### config.mk
export PLATFORM = sky130hd
export DESIGN_NAME = small_coefficient_rejection_sampler_top
export DESIGN_NICKNAME = d
export VERILOG_FILES = /design/src/rtl/scrs_pkg.sv /design/src/rtl/small_coefficient_rejection_sampler_top.sv /design/src/rtl/scrs_front.sv /design/src/rtl/scrs_back.sv
export SDC_FILE = /design/constraint.sdc
export NUM_CORES = 1
export LEC_CHECK = 0
export BUFFER_PORTS_ARGS = -buffer_cell sky130_fd_sc_hd__buf_4
export CAP_MARGIN = 20
export CORE_MARGIN = 3
export CORE_UTILIZATION = 24
export DETAILED_ROUTE_END_ITERATION = 8
export SYNTH_ARGS = -nofsm -noshare
export SYNTH_HDL_FRONTEND = slang
export SYNTH_SLANG_ARGS = --single-unit
### constraint.sdc
create_clock -name clk_i -period 12.05 [get_ports clk_i]
set_clock_uncertainty 0.2 [all_clocks]
set_input_delay 0 -clock clk_i [delete_from_list [all_inputs] [get_ports clk_i]]
set_output_delay 0 -clock clk_i [all_outputs]
set_load 0.03 [all_outputs]
### src/rtl/scrs_pkg.sv
// Shared types, constants and digit functions of the small-coefficient sampler.
// Used by scrs_front, scrs_back and small_coefficient_rejection_sampler_top.
package scrs_pkg;

  localparam int MAX_COEFFS = 256;
  localparam int QDEPTH     = 2;
  localparam int CFG_IDX_W  = 1;
  localparam int CFG_DATA_W = 9;

  localparam logic [CFG_IDX_W-1:0] REG_ETA_MODE     = 1'b0;
  localparam logic [CFG_IDX_W-1:0] REG_COEFF_TARGET = 1'b1;

  localparam logic [7:0] BASE3_LIMIT = 8'd243;
  localparam logic [3:0] NIB_REJECT  = 4'hf;
  localparam logic [2:0] BASE3_DIGITS = 3'd5;

  typedef struct packed {
    logic       mode;
    logic [7:0] t;
    logic [2:0] ncand;
    logic       fin;
  } entry_t;

  typedef struct packed {
    logic [2:0] coefficient;
    logic       coeff_valid;
    logic [8:0] produced_count;
    logic       target_reached;
    logic       last_of_run;
  } result_t;

  function automatic logic [8:0] clamp_target(logic [8:0] v);
    if (int'(v) > MAX_COEFFS) begin
      return 9'(MAX_COEFFS);
    end
    return v;
  endfunction

  function automatic logic [2:0] balance3(logic [4:0] r);
    logic signed [5:0] v;
    v = $signed({1'b0, r}) - 6'sd3 * $signed({2'b0, r[4:1]});
    return v[2:0];
  endfunction

  function automatic logic [4:0] fold2(logic [4:0] r);
    return 5'({2'b0, r[4:2]} + {3'b0, r[1:0]});
  endfunction

  function automatic logic [4:0] nib_fold(logic [7:0] t);
    return 5'({1'b0, t[7:4]} + {1'b0, t[3:0]});
  endfunction

  function automatic logic [2:0] fold3_full(logic [7:0] t);
    return balance3(fold2(fold2(fold2(nib_fold(t)))));
  endfunction

  function automatic logic [2:0] fold3_26(logic [7:0] t);
    return balance3(fold2(fold2(nib_fold(t))));
  endfunction

  function automatic logic [2:0] fold3_8(logic [7:0] t);
    logic [6:0] r;
    logic [4:0] s;
    r = {1'b0, t[7:2]} + {5'b0, t[1:0]};
    s = 5'({2'b0, r[6:2]} + {5'b0, r[1:0]});
    return balance3(s);
  endfunction

  function automatic logic [2:0] nib_coef(logic [3:0] n);
    logic [3:0] m;
    if (n >= 4'd10) begin
      m = n - 4'd10;
    end else if (n >= 4'd5) begin
      m = n - 4'd5;
    end else begin
      m = n;
    end
    return 3'(4'd2 - m);
  endfunction

endpackage

### src/rtl/small_coefficient_rejection_sampler_top.sv
// Top level of the small-coefficient rejection sampler.
// Depends on scrs_pkg, scrs_front and scrs_back.
//
// Random bytes enter on the slave stream, one per transaction; tlast marks the
// last byte of a buffer, after whose results the coefficient count returns to 0.
// Each byte gives one to five result transactions on the master stream: one per
// coefficient produced, or a single transaction with tuser low when the byte is
// rejected or the target count is already met. tlast marks a byte's last result.
// The config port sets the mode (base-3 digits or nibble mod 5) and the target.
// An accepted byte is stored in the queue, then its first result in the output
// register. Results leave at one per cycle while the receiver is ready; the
// single expansion sequencer in the back end sets this rate.
// A two-entry queue decouples input from expansion, so bytes keep flowing in
// while results wait; when the receiver stalls, the output register holds and
// the queue fills, then tready drops. Reset clears the count, empties the queue
// and restores base-3 mode with a target of 256.
module small_coefficient_rejection_sampler_top (
  input  logic                              clk_i,
  input  logic                              rst_ni,
  input  logic                              s_axis_tvalid_i,
  output logic                              s_axis_tready_o,
  input  logic [7:0]                        s_axis_tdata_i,  // [7:0] random_byte
  input  logic                              s_axis_tlast_i,
  output logic                              m_axis_tvalid_o,
  input  logic                              m_axis_tready_i,
  // [2:0] coefficient, [11:3] produced_count, [12] target_reached, [15:13] zero
  output logic [15:0]                       m_axis_tdata_o,
  output logic                              m_axis_tuser_o,  // [0] coeff_valid
  output logic                              m_axis_tlast_o,
  input  logic                              cfg_we_i,
  input  logic [scrs_pkg::CFG_IDX_W-1:0]    cfg_idx_i,
  input  logic [scrs_pkg::CFG_DATA_W-1:0]   cfg_wdata_i
);
  import scrs_pkg::*;

  logic       eta_mode_q;
  logic [8:0] target_q;
  logic       entry_valid, pop;
  entry_t     entry;
  result_t    res;

  always_ff @(posedge clk_i or negedge rst_ni) begin
    if (!rst_ni) begin
      eta_mode_q <= 1'b0;
      target_q   <= clamp_target(9'd256);
    end else if (cfg_we_i) begin
      unique case (cfg_idx_i)
        REG_ETA_MODE:     eta_mode_q <= cfg_wdata_i[0];
        REG_COEFF_TARGET: target_q   <= clamp_target(cfg_wdata_i[8:0]);
        default:          ;
      endcase
    end
  end

  scrs_front u_front (
    .clk_i         (clk_i),
    .rst_ni        (rst_ni),
    .mode_i        (eta_mode_q),
    .s_tvalid_i    (s_axis_tvalid_i),
    .s_tready_o    (s_axis_tready_o),
    .byte_i        (s_axis_tdata_i),
    .final_i       (s_axis_tlast_i),
    .entry_valid_o (entry_valid),
    .entry_o       (entry),
    .pop_i         (pop)
  );

  scrs_back u_back (
    .clk_i         (clk_i),
    .rst_ni        (rst_ni),
    .target_i      (target_q),
    .entry_valid_i (entry_valid),
    .entry_i       (entry),
    .pop_o         (pop),
    .m_tvalid_o    (m_axis_tvalid_o),
    .m_tready_i    (m_axis_tready_i),
    .res_o         (res)
  );

  assign m_axis_tdata_o = {3'b000, res.target_reached, res.produced_count, res.coefficient};
  assign m_axis_tuser_o = res.coeff_valid;
  assign m_axis_tlast_o = res.last_of_run;

endmodule

### src/rtl/scrs_front.sv
// Input side of the sampler: classifies each random byte and queues it.
// Depends on scrs_pkg for the queue entry type and rejection limits.
module scrs_front (
  input  logic            clk_i,
  input  logic            rst_ni,
  input  logic            mode_i,
  input  logic            s_tvalid_i,
  output logic            s_tready_o,
  input  logic [7:0]      byte_i,
  input  logic            final_i,
  output logic            entry_valid_o,
  output scrs_pkg::entry_t entry_o,
  input  logic            pop_i
);
  import scrs_pkg::*;

  localparam int PTR_W = (QDEPTH > 1) ? $clog2(QDEPTH) : 1;
  localparam int CNT_W = $clog2(QDEPTH + 1);

  entry_t              mem_q [QDEPTH];
  logic [PTR_W-1:0]    wr_ptr_q, wr_ptr_d;
  logic [PTR_W-1:0]    rd_ptr_q, rd_ptr_d;
  logic [CNT_W-1:0]    cnt_q, cnt_d;
  entry_t              cls;
  logic                lo_ok, hi_ok, push, pop;

  always_comb begin
    lo_ok     = byte_i[3:0] != NIB_REJECT;
    hi_ok     = byte_i[7:4] != NIB_REJECT;
    cls.mode  = mode_i;
    cls.fin   = final_i;
    if (mode_i) begin
      cls.ncand = 3'({2'b0, lo_ok} + {2'b0, hi_ok});
      cls.t     = lo_ok ? byte_i : {4'b0, byte_i[7:4]};
    end else begin
      cls.ncand = (byte_i < BASE3_LIMIT) ? BASE3_DIGITS : 3'd0;
      cls.t     = byte_i;
    end
  end

  assign s_tready_o    = cnt_q != CNT_W'(QDEPTH);
  assign entry_valid_o = cnt_q != '0;
  assign entry_o       = mem_q[rd_ptr_q];
  assign push          = s_tvalid_i && s_tready_o;
  assign pop           = pop_i && entry_valid_o;

  always_comb begin
    wr_ptr_d = wr_ptr_q;
    rd_ptr_d = rd_ptr_q;
    cnt_d    = cnt_q;
    if (push) begin
      wr_ptr_d = (int'(wr_ptr_q) == QDEPTH - 1) ? '0 : PTR_W'(wr_ptr_q + 1'b1);
    end
    if (pop) begin
      rd_ptr_d = (int'(rd_ptr_q) == QDEPTH - 1) ? '0 : PTR_W'(rd_ptr_q + 1'b1);
    end
    if (push && !pop) begin
      cnt_d = CNT_W'(cnt_q + 1'b1);
    end else if (pop && !push) begin
      cnt_d = CNT_W'(cnt_q - 1'b1);
    end
  end

  always_ff @(posedge clk_i or negedge rst_ni) begin
    if (!rst_ni) begin
      wr_ptr_q <= '0;
      rd_ptr_q <= '0;
      cnt_q    <= '0;
    end else begin
      wr_ptr_q <= wr_ptr_d;
      rd_ptr_q <= rd_ptr_d;
      cnt_q    <= cnt_d;
    end
  end

  always_ff @(posedge clk_i) begin
    if (push) begin
      mem_q[wr_ptr_q] <= cls;
    end
  end

endmodule

### src/rtl/scrs_back.sv
// Output side of the sampler: expands queued bytes into coefficients, one per cycle unless the output stalls.
// Depends on scrs_pkg for entry and result types and the digit functions.
module scrs_back (
  input  logic             clk_i,
  input  logic             rst_ni,
  input  logic [8:0]       target_i,
  input  logic             entry_valid_i,
  input  scrs_pkg::entry_t entry_i,
  output logic             pop_o,
  output logic             m_tvalid_o,
  input  logic             m_tready_i,
  output scrs_pkg::result_t res_o
);
  import scrs_pkg::*;

  logic       busy_q;
  entry_t     work_q;
  logic [2:0] stage_q;
  logic [8:0] count_q, count_d;
  logic       out_valid_q;
  result_t    res_q, res_d;

  entry_t     src, nxt;
  logic [2:0] stage;
  logic       have_work, adv, fire, invalid, last;
  logic [2:0] digit;
  logic [8:0] cnt_inc, shown;
  logic [15:0] prod;

  always_comb begin
    src       = busy_q ? work_q : entry_i;
    stage     = busy_q ? stage_q : 3'd0;
    have_work = busy_q || entry_valid_i;
    adv       = !out_valid_q || m_tready_i;
    fire      = adv && have_work;
    invalid   = !busy_q && ((count_q >= target_i) || (src.ncand == 3'd0));
    cnt_inc   = count_q + 9'd1;
    last      = invalid || (3'(stage + 3'd1) == src.ncand) || (cnt_inc == target_i);

    if (src.mode) begin
      digit = nib_coef(src.t[3:0]);
    end else begin
      unique case (stage)
        3'd0, 3'd1: digit = fold3_full(src.t);
        3'd2:       digit = fold3_26(src.t);
        3'd3:       digit = fold3_8(src.t);
        default:    digit = balance3(src.t[4:0]);
      endcase
    end

    prod  = {8'b0, src.t} * 16'd171;
    nxt   = src;
    nxt.t = src.mode ? {4'b0, src.t[7:4]} : 8'(prod >> 9);

    shown                = invalid ? count_q : cnt_inc;
    res_d.coefficient    = invalid ? 3'd0 : digit;
    res_d.coeff_valid    = !invalid;
    res_d.produced_count = shown;
    res_d.target_reached = shown == target_i;
    res_d.last_of_run    = last;

    count_d = count_q;
    if (last && src.fin) begin
      count_d = '0;
    end else if (!invalid) begin
      count_d = cnt_inc;
    end
  end

  assign pop_o      = fire && !busy_q;
  assign m_tvalid_o = out_valid_q;
  assign res_o      = res_q;

  always_ff @(posedge clk_i or negedge rst_ni) begin
    if (!rst_ni) begin
      busy_q      <= 1'b0;
      stage_q     <= '0;
      count_q     <= '0;
      out_valid_q <= 1'b0;
    end else if (fire) begin
      out_valid_q <= 1'b1;
      count_q     <= count_d;
      busy_q      <= !last;
      stage_q     <= 3'(stage + 3'd1);
    end else if (adv) begin
      out_valid_q <= 1'b0;
    end
  end

  always_ff @(posedge clk_i) begin
    if (fire) begin
      res_q  <= res_d;
      work_q <= nxt;
    end
  end

  a_invalid_is_last: assert property (@(posedge clk_i) disable iff (!rst_ni)
    (out_valid_q && !res_q.coeff_valid) |-> res_q.last_of_run)
    else $error("invalid result not marked last");

  a_stage_bound: assert property (@(posedge clk_i) disable iff (!rst_ni)
    busy_q |-> (stage_q != 3'd0 && stage_q < work_q.ncand))
    else $error("expansion stage out of range");

  a_final_clears: assert property (@(posedge clk_i) disable iff (!rst_ni)
    (fire && last && src.fin) |=> (count_q == 9'd0 && !busy_q))
    else $error("count not cleared after final byte");

  a_no_pop_busy: assert property (@(posedge clk_i) disable iff (!rst_ni)
    busy_q |-> !pop_o)
    else $error("queue popped during expansion");

endmodule
; Yosys cells after proc, flatten, opt, wreduce, memory -nomap -nowiden
; Memories as Yosys holds them, arrays and structs flattened.
; Index checks and enable logic that the tools add are counted.
; W data, S select, Z words.
[word_totals]
register_bits = 56
ram_bits = 26
in_bits = 24
output_inout_bits = 20
wordCells = 113
n_memories = 1
[memory_table]
columns = name, depth, width, rd, rd_clocked_by_memory_dff, write_ports, line_no
row1 = u_front.mem_q, 2, 13, 1, 0, 1, scrs_front.sv:20  ; entry_t mem_q [QDEPTH];
[classes]
add_sub_neg = 20
n_mul = 5
order_cmp = 5
n_eq_ne = 9
muxes = 26
bitwise_logic = 1
n_reduce_logical = 27
[op_table]
columns = operator, count
row1 = $mux W9, 4
row2 = $eq A9 B9 Y1, 2
row3 = $mux W3, 6
row4 = $mul A8 B8 Y16 const B, 1
row5 = $mux W13, 1
row6 = $sub A3 B3 Y3, 4
row7 = $mux W11, 1
row8 = $add A9 B1 Y9 const B, 1
row9 = $ge A9 B9 Y1, 1
row10 = $gt A9 B9 Y1 const B, 1
row11 = $mux W1, 9
row12 = $pmux W3 S3, 1
row13 = $logic_and A1 B1 Y1, 8
row14 = $lt A8 B8 Y1 const B, 1
row15 = $mul A2 B4 Y3 const A, 2
row16 = $mux W8, 1
row17 = $ne A4 B4 Y1 const B, 2
row18 = $add A6 B2 Y7, 1
row19 = $add A2 B2 Y3, 2
row20 = $eq A3 B2 Y1 const B, 2
row21 = $logic_not A1 Y1, 6
row22 = $logic_not A3 Y1, 2
row23 = $mul A2 B3 Y3 const A, 2
row24 = $reduce_bool A2 Y1, 3
row25 = 22 further kinds, 29

; Logic depth before layout (Yosys ltp)
; Gate-level depths: netlist of run 1.
; An unclocked memory read counts as a cell.
[depth]
depth_word = 10
ltp_mapped = 26
mapped_depth_nobuf = 24

; Cells and area by module
; From an unflattened synthesis of run 1, not the netlist that was laid out.
[hier_totals]
cells_unflattened = 621
area_unflattened_um2 = 6418.7
[modules_own_cells]
columns = mod, instances, cells_per_inst, area_each_um2, seq_area_each_um2
row1 = scrs_back, 1, 509, 4703.3, 1161.1
row2 = scrs_front, 1, 78, 1257.5, 880.8
row3 = small_coefficient_rejection_sampler_top, 1, 34, 457.9, 251.5

; Worst setup path before layout of run 1
; OpenSTA, ideal clock, no wires.
[synth_timing]
kind = reg2reg
start = register u_back.busy_q
end = register u_back.res_q (netlist bit u_back.res_o[14]) (data pin)
setup_ps = 256
t_arrival_ps = 5235
required_time_ps = 11594
path_slack_ps = 6359
stages_incl_launch_ff = 25
n_path_buf = 4
period_less_slack_ps = 5691
cell_sequence = dfrtp_1 buf_4 buf_2 buf_2 clkbuf_1 nor2_1 a21oi_1 inv_1 ha_1 a21o_1 a21oi_1 xnor2_1 inv_1 fa_1 xnor2_1 ha_1 inv_1 fa_1 inv_1 ha_1 a211oi_1 nor2_1 o32a_1 or4_1 o211a_1
[synth_between]
elab_chain_len = 9
word_cells_on_any_way = 35
classes_between = 13 x add/sub / 4 x mul / 2 x order compare / 3 x eq/ne / 7 x mux / 6 x reduce/logical
[synth_lines]
columns = element, line_no
row1 = from (decl), scrs_back.sv:16  ; logic busy_q;
row2 = from (signal assigned), scrs_back.sv:83  ; busy_q <= !last;
row3 = $mux W13, scrs_back.sv:31  ; src = busy_q ? work_q : entry_i;
row4 = $add A4 B4 Y5, scrs_pkg.sv:50  ; return 5'({1'b0, t[7:4]} + {1'b0, t[3:0]});
row5 = $add A3 B2 Y4, scrs_pkg.sv:46  ; return 5'({2'b0, r[4:2]} + {3'b0, r[1:0]});
row6 = $add A2 B2 Y3 (2 in a row), scrs_pkg.sv:46
row7 = $mul A2 B3 Y3, scrs_pkg.sv:41  ; v = $signed({1'b0, r}) - 6'sd3 * $signed({2'b0, r[4:1]});
row8 = $sub A3 B3 Y3, scrs_pkg.sv:41
row9 = $pmux W3 S3, scrs_back.sv:43  ; unique case (stage)
row10 = $mux W3, scrs_back.sv:40  ; if (src.mode) begin
row11 = to (signal assigned), scrs_back.sv:92  ; res_q <= res_d;
row12 = to (decl), scrs_back.sv:21  ; result_t res_q, res_d;
; Several ways; a longest one is shown, not always the timed one. The select of a mux whose other input is x is not followed.
; A chain may end at the register's enable or synchronous reset.

; Worst setup path after layout of run 1
[layout_timing]
start = register u_front.rd_ptr_q
end = register u_back.res_q (netlist bit u_back.res_o[14]) (data pin)
[layout_between]
elab_chain_len = 10
word_cells_on_any_way = 29
classes_between = 13 x add/sub / 4 x mul / 2 x order compare / 6 x mux / 3 x reduce/logical / 1 x memory
[layout_lines]
columns = element, line_no
row1 = from (decl), scrs_front.sv:22  ; logic [PTR_W-1:0] rd_ptr_q, rd_ptr_d;
row2 = from (signal assigned), scrs_front.sv:71  ; rd_ptr_q <= rd_ptr_d;
row3 = $mem_v2 Z2 W13 (*), n/a
row4 = $mux W13 (*), scrs_back.sv:31
row5 = $add A4 B4 Y5, scrs_pkg.sv:50
row6 = $add A3 B2 Y4, scrs_pkg.sv:46
row7 = $add A2 B2 Y3 (2 in a row), scrs_pkg.sv:46
row8 = $mul A2 B3 Y3, scrs_pkg.sv:41
row9 = $sub A3 B3 Y3, scrs_pkg.sv:41
row10 = $pmux W3 S3, scrs_back.sv:43
row11 = $mux W3, scrs_back.sv:40
; Mark *: on every way between the ends. The rest lies on a longest branch, timed or not. The select of a mux whose other input is x is not followed.

==> results of run 1 <==
-- state kept, by name, summed over array words and instances (netlist names) --
| register | flops |
|---|---|
| u_front.mem_q | 26 |
| u_back.count_q | 9 |
| u_front.cnt_q | 2 |
| u_back.stage_q | 3 |
| u_back.work_q | 12 |
| u_front.rd_ptr_q | 1 |
| u_back.busy_q | 1 |
| target_q | 9 |
| eta_mode_q | 1 |
| u_front.wr_ptr_q | 1 |
| u_back.res_o | 15 |
| u_back.m_tvalid_o | 1 |
-- routing by layer --
layer / wire, µm / vias up
met3: 567 / 19
met4: 259 / 0
met5: 0 / -
met2: 6490 / 123
li1: - / 2420
met1: 7310 / 2265
-- critical path, cell delays in order, from the launching register on --
cell      delay (ns)
dfrtp_1         0.86
mux2i_1         0.28
nor2_1          0.07
a21oi_1         0.44
inv_1           0.23
ha_1            0.31
fa_1            0.46
xor2_1          0.19
ha_1            0.28
fa_1            0.45
nor2b_1         0.15
a32o_1          0.31
a211oi_4        0.25
ha_1            0.18
xnor3_1         0.39
xnor2_1         0.15
and3_1          0.14
or4_1           0.49
o211a_1         0.13
-- worst max path at each step --
stage,startpoint,endpoint,slack (ns),cells after the start
floorplan,u_back.busy_q,u_back.res_o[14],6.36,24
global placement,u_front.rd_ptr_q,u_back.res_o[14],5.93,18
detailed placement,u_front.rd_ptr_q,u_back.res_o[14],5.86,18
CTS,u_front.rd_ptr_q,u_back.res_o[14],5.85,18
global route,u_back.busy_q,u_back.res_o[14],5.27,20
finish,u_front.rd_ptr_q,u_back.res_o[14],5.84,18
-- cells in the mapped netlist, types with 10 or more instances --
cell / count
dfrtp_1: 27
nand3_1: 10
ha_1: 80
xor2_1: 16
nand2b_1: 15
nor2_1: 31
nand2_1: 50
o21a_1: 11
mux2i_1: 17
a21oi_1: 23
fa_1: 18
edfxtp_1: 53
o21ai_0: 28
inv_1: 78
xnor2_1: 30
-- cells by family after synthesis --
group,Yosys count,synth area share [%]
simple gates,155,11.6
compound gates,140,15.9
buf+inv,101,6.50
fa+ha+maj,98,20.9
flops,81,35.1
xor+xnor,47,6.52
mux,22,3.53
other cells,1,0.0574
-- metrics by stage --
stage / std cells / setup WS, ns / util, % / hold slack [ns] / cell area, µm²
finish: 1050 / 5.84 / 29.5 / 0.102 / 7790
global route: 1050 / 5.27 / 29.5 / 0.176 / 7790
CTS: 1049 / 5.85 / 29.4 / 0.104 / 7780
detailed placement: 1005 / 5.86 / 27.1 / -0.244 / 7160
global placement: 1005 / 5.93 / 27.1 / -0.247 / 7160
floorplan: 647 / 6.36 / - / -0.496 / 6540
-- cell type report --
class	count	area (µm²)	share of cell area [%]
inverter	80	300	3.86
clock buffer	9	225	2.89
tap	335	419	5.38
sequential	81	2290	29.5
multi-input combinational	465	3820	49.0
clock inverter	7	101	1.30
timing repair buffer	73	628	8.07
-- layout by cell type (no fill, tap or decap), types with 11 or more instances in the layout --
cell / instances
ha_1: 80
inv_1: 78
edfxtp_1: 53
nand2_1: 50
buf_4: 45
nor2_1: 31
xnor2_1: 30
o21ai_0: 28
dfrtp_1: 27
dlygate4sd3_1: 27
a21oi_1: 23
fa_1: 18
mux2i_1: 17
xor2_1: 16
nand2b_1: 15
o21a_1: 11
==> impl_metrics.ini, run 1 <==
[timing]
fin_crit_sh_pct = 51.6
worst_pin_slew_ns = 0.923
max_freq_ghz = 0.161
setup_viol = 0
rsz0062_at_grt = no
maxSlewViolCount = 0
period_minus_slack_ns = 6.21
hold_violations = 0
fin_setup_tns_ns = 0
relSlewSlack_pct = 38.4

[grt]
grt_pass1_wl_um = 24700
antenna_found_initial = 0
globalRouteMet2Util_pct = 16.1
busiest_layer = met2
globalRouteOverflowTotal = 0
grtUsageMet1_pct = 15.1
met3_usage_pct = 1.52
grt_max_degree = 33
grt_pass1_vias = 4764
grtUsageTotal_pct = 10.4

[detailed_routing]
post_drt_wl_per_cell_um = 13.9
antenna_left = 0
drt_iter0_drc = 272
via_count = 4827
drt-pass1-iter-count = 5
viasPerCell = 4.60
wirelength_um = 14600
drc = 0

[yosys]
synth_area_um2 = 6530
synth_top_cell_area_share_pct = 24.4
netlist_top_cells_area = edfxtp_1 24%, ha_1 15%, dfrtp_1 10%
yosysSeqAreaShare_pct = 35.1
ys_ff_latch = 81
yosys_most_used_dff = edfxtp_1
synth_edf_count = 53
yosysTopAreaCell = edfxtp_1
async_flop_share_pct = 34.6
synth_cell_types = 74
syn_avg_cell_area_um2 = 10.1
yosysWarnings = 0
synth_cells = 645

[cts]
post_cts.repair.setup_buffers = 0
cts_resized = 0
insertion_delay_ns = 0.34
cts_buffers = 9
htree_levels = 3
tritoncts = built
root_buffer = clkbuf_16
clk_path_buf_depth = 2
path_clk_slew_ns = 0.07
clock_sinks = 81
ctsHoldBuffers = 28

[placement]
dp_hpwl_um = 10900
port_buffers = 40
gp_congestion = 0.812

[final_layout]
fillers = 2729
antenna_cells = 0
drive_gt1_share_pct = 11.2
nets = 832
area_delta_synth_final_pct = 19.3

[hold_path]
worstHoldStart = cfg_we_i
holdPathStages = 4
min_to = target_q[0]
min_path_type = input port to flip-flop

[floorplan]
die_h_um = 171
dieArea_um2 = 29200
die_x_um = 171
ios = 44
start_util_pct = 24.7
core_um2 = 26400
row_count = 59

[worst_setup_path]
reg2reg_depth = 18
r2r-end = u_back.res_o[14]
cp.arrival_ns = 6.12
start_kind = flip-flop
crit_type = flip-flop to flip-flop
timing.rr.start = u_front.rd_ptr_q
cp.required_ns = 11.95
cp_max_fo = 15
reg2reg_slack_ns = 5.84
critPathCaptureType = flip-flop

[outcome]
outcome = completed

[job]
maxCapViolCount = 0
Power of run 1 is not shown: default switching activity piles up to over one toggle a cycle in this logic, so the estimate is an artifact.
==> run 2, diff against run 1 <==
Clock period 12.05 ns to 5.85 ns, I/O delays scaled along.
==> impl_metrics.ini, run 2 (same netlist as run 1, synthesis figures left out) <==
[detailed_routing]
post_drt_wl_per_cell_um = 14.3
via_count = 4801
drt_iter0_drc = 362
viasPerCell = 4.56
drt-pass1-iter-count = 5
wirelength_um = 15100
drc = 0
antenna_left = 0

[outcome]
outcome = completed

[final_layout]
area_delta_synth_final_pct = 19.2
nets = 836
drive_gt1_share_pct = 11.7
final_cell_mix = 80 x ha_1, 78 x inv_1, 53 x edfxtp_1
largest-register = u_front.mem_q
antenna_cells = 0
layout_commonest_cell = ha_1
largest_register_ffs = 26
fillers = 2714

[cts]
cts_buffers = 9
insertion_delay_ns = 0.35
clk_path_buf_depth = 2
tritoncts = built
path_clk_slew_ns = 0.07
clock_sinks = 81
root_buffer = clkbuf_16
cts_resized = 0
htree_levels = 3

[floorplan]
ios = 44
core_um2 = 26400
start_util_pct = 24.7
row_count = 59
dieArea_um2 = 29200
die_x_um = 171
die_h_um = 171

[timing]
period_minus_slack_ns = 5.46
fin_crit_sh_pct = 93.4
maxSlewViolCount = 0
fin_setup_tns_ns = 0
max_freq_ghz = 0.183
setup_viol = 0
hold_violations = 0
rsz0062_at_grt = no
relSlewSlack_pct = 44.4
worst_pin_slew_ns = 0.835

[worst_setup_path]
timing.rr.start = u_front.rd_ptr_q
r2r-end = u_back.res_o[14]
cp.depth = 18
cpMaxStageDelayCell = or4_1
slowest_delay_ns = 0.50
critPathCaptureType = flip-flop
reg2reg_depth = 18
crit_type = flip-flop to flip-flop
cp-startpoint = u_front.rd_ptr_q
crit_family = adder cells
cpMostUsedCell = ha_1
start_kind = flip-flop
cp_cell_sequence = mux2i_1, nor2_1, a21oi_1, inv_1, ha_1, fa_1, xor2_1, ha_1, fa_1, nor2b_1, a32o_1, a211oi_4, ha_1, xnor3_1, xnor2_1, and3_1, or4_1, o211a_1
crit_end = u_back.res_o[14]
cp.arrival_ns = 5.37
critPathBufInv = 1
cp.required_ns = 5.75
reg2reg_slack_ns = 0.39
cp_max_fo = 6

[placement]
dp_hpwl_um = 11400
port_buffers = 40
gp_congestion = 0.878

[grt]
antenna_found_initial = 0
grtUsageTotal_pct = 10.6
globalRouteOverflowTotal = 0
grt_pass1_wl_um = 24800
grt_pass1_vias = 4757
grt_max_degree = 39

[hold_path]
min_path_type = input port to flip-flop

[job]
maxCapViolCount = 0
[run 2: worst min-delay path by stage]
stage | cells after the start | startpoint | end
finish | 4 | cfg_we_i | target_q[7]
global route | 4 | cfg_we_i | target_q[0]
CTS | 4 | cfg_we_i | target_q[7]
global placement | 1 | rst_ni | u_back.count_q[2]
detailed placement | 1 | rst_ni | u_back.count_q[2]
floorplan | 0 | rst_ni | eta_mode_q
[run 2: through the flow]
step	area [µm²]	util, %	std cells	setup WS (ns)	hold WS (ns)
2_1_floorplan	6540	-	647	0.159	-0.496
3_5_place_dp	7190	27.2	1009	0.393	-0.233
3_3_place_gp	7190	27.2	1009	0.468	-0.239
6_report	7780	29.4	1054	0.385	0.0835
4_1_cts	7770	29.4	1053	0.378	0.0836
5_1_grt	7780	29.4	1054	0.0442	0.170
[run 2: worst register-to-register path, stage by stage (launching register included)]
cell	delay, ns
dfrtp_1	0.43
mux2i_1	0.23
nor2_1	0.06
a21oi_1	0.28
inv_1	0.21
ha_1	0.31
fa_1	0.45
xor2_1	0.19
ha_1	0.23
fa_1	0.45
nor2b_1	0.16
a32o_1	0.30
a211oi_4	0.24
ha_1	0.19
xnor3_1	0.39
xnor2_1	0.15
and3_1	0.15
or4_1	0.50
o211a_1	0.13
[run 2: metal layers]
layer	GRT usage, %	routed length [µm]	vias to the layer above
met4	3.60	254	0
met1	15.6	7780	2265
li1	-	-	2429
met2	15.9	6580	93
met3	1.78	488	14
met5	0	0	-
[run 2: cell type report]
cell class,instances,area [µm²],share of cell area [%]
Timing Repair Buffer,77,658,8.46
Multi-Input combinational cell,465,3820,49.1
Sequential cell,81,2290,29.5
Inverter,80,300,3.86
Clock buffer,9,225,2.89
Clock inverter,7,66.3,0.852
Tap cell,335,419,5.39
[run 2: repair_timing]
action                                 CTS  global route
buffers inserted                         0             0
endpoints found under the hold margin   65             0
hold buffers                            28             0
Power of run 2 is left out for the same reason.
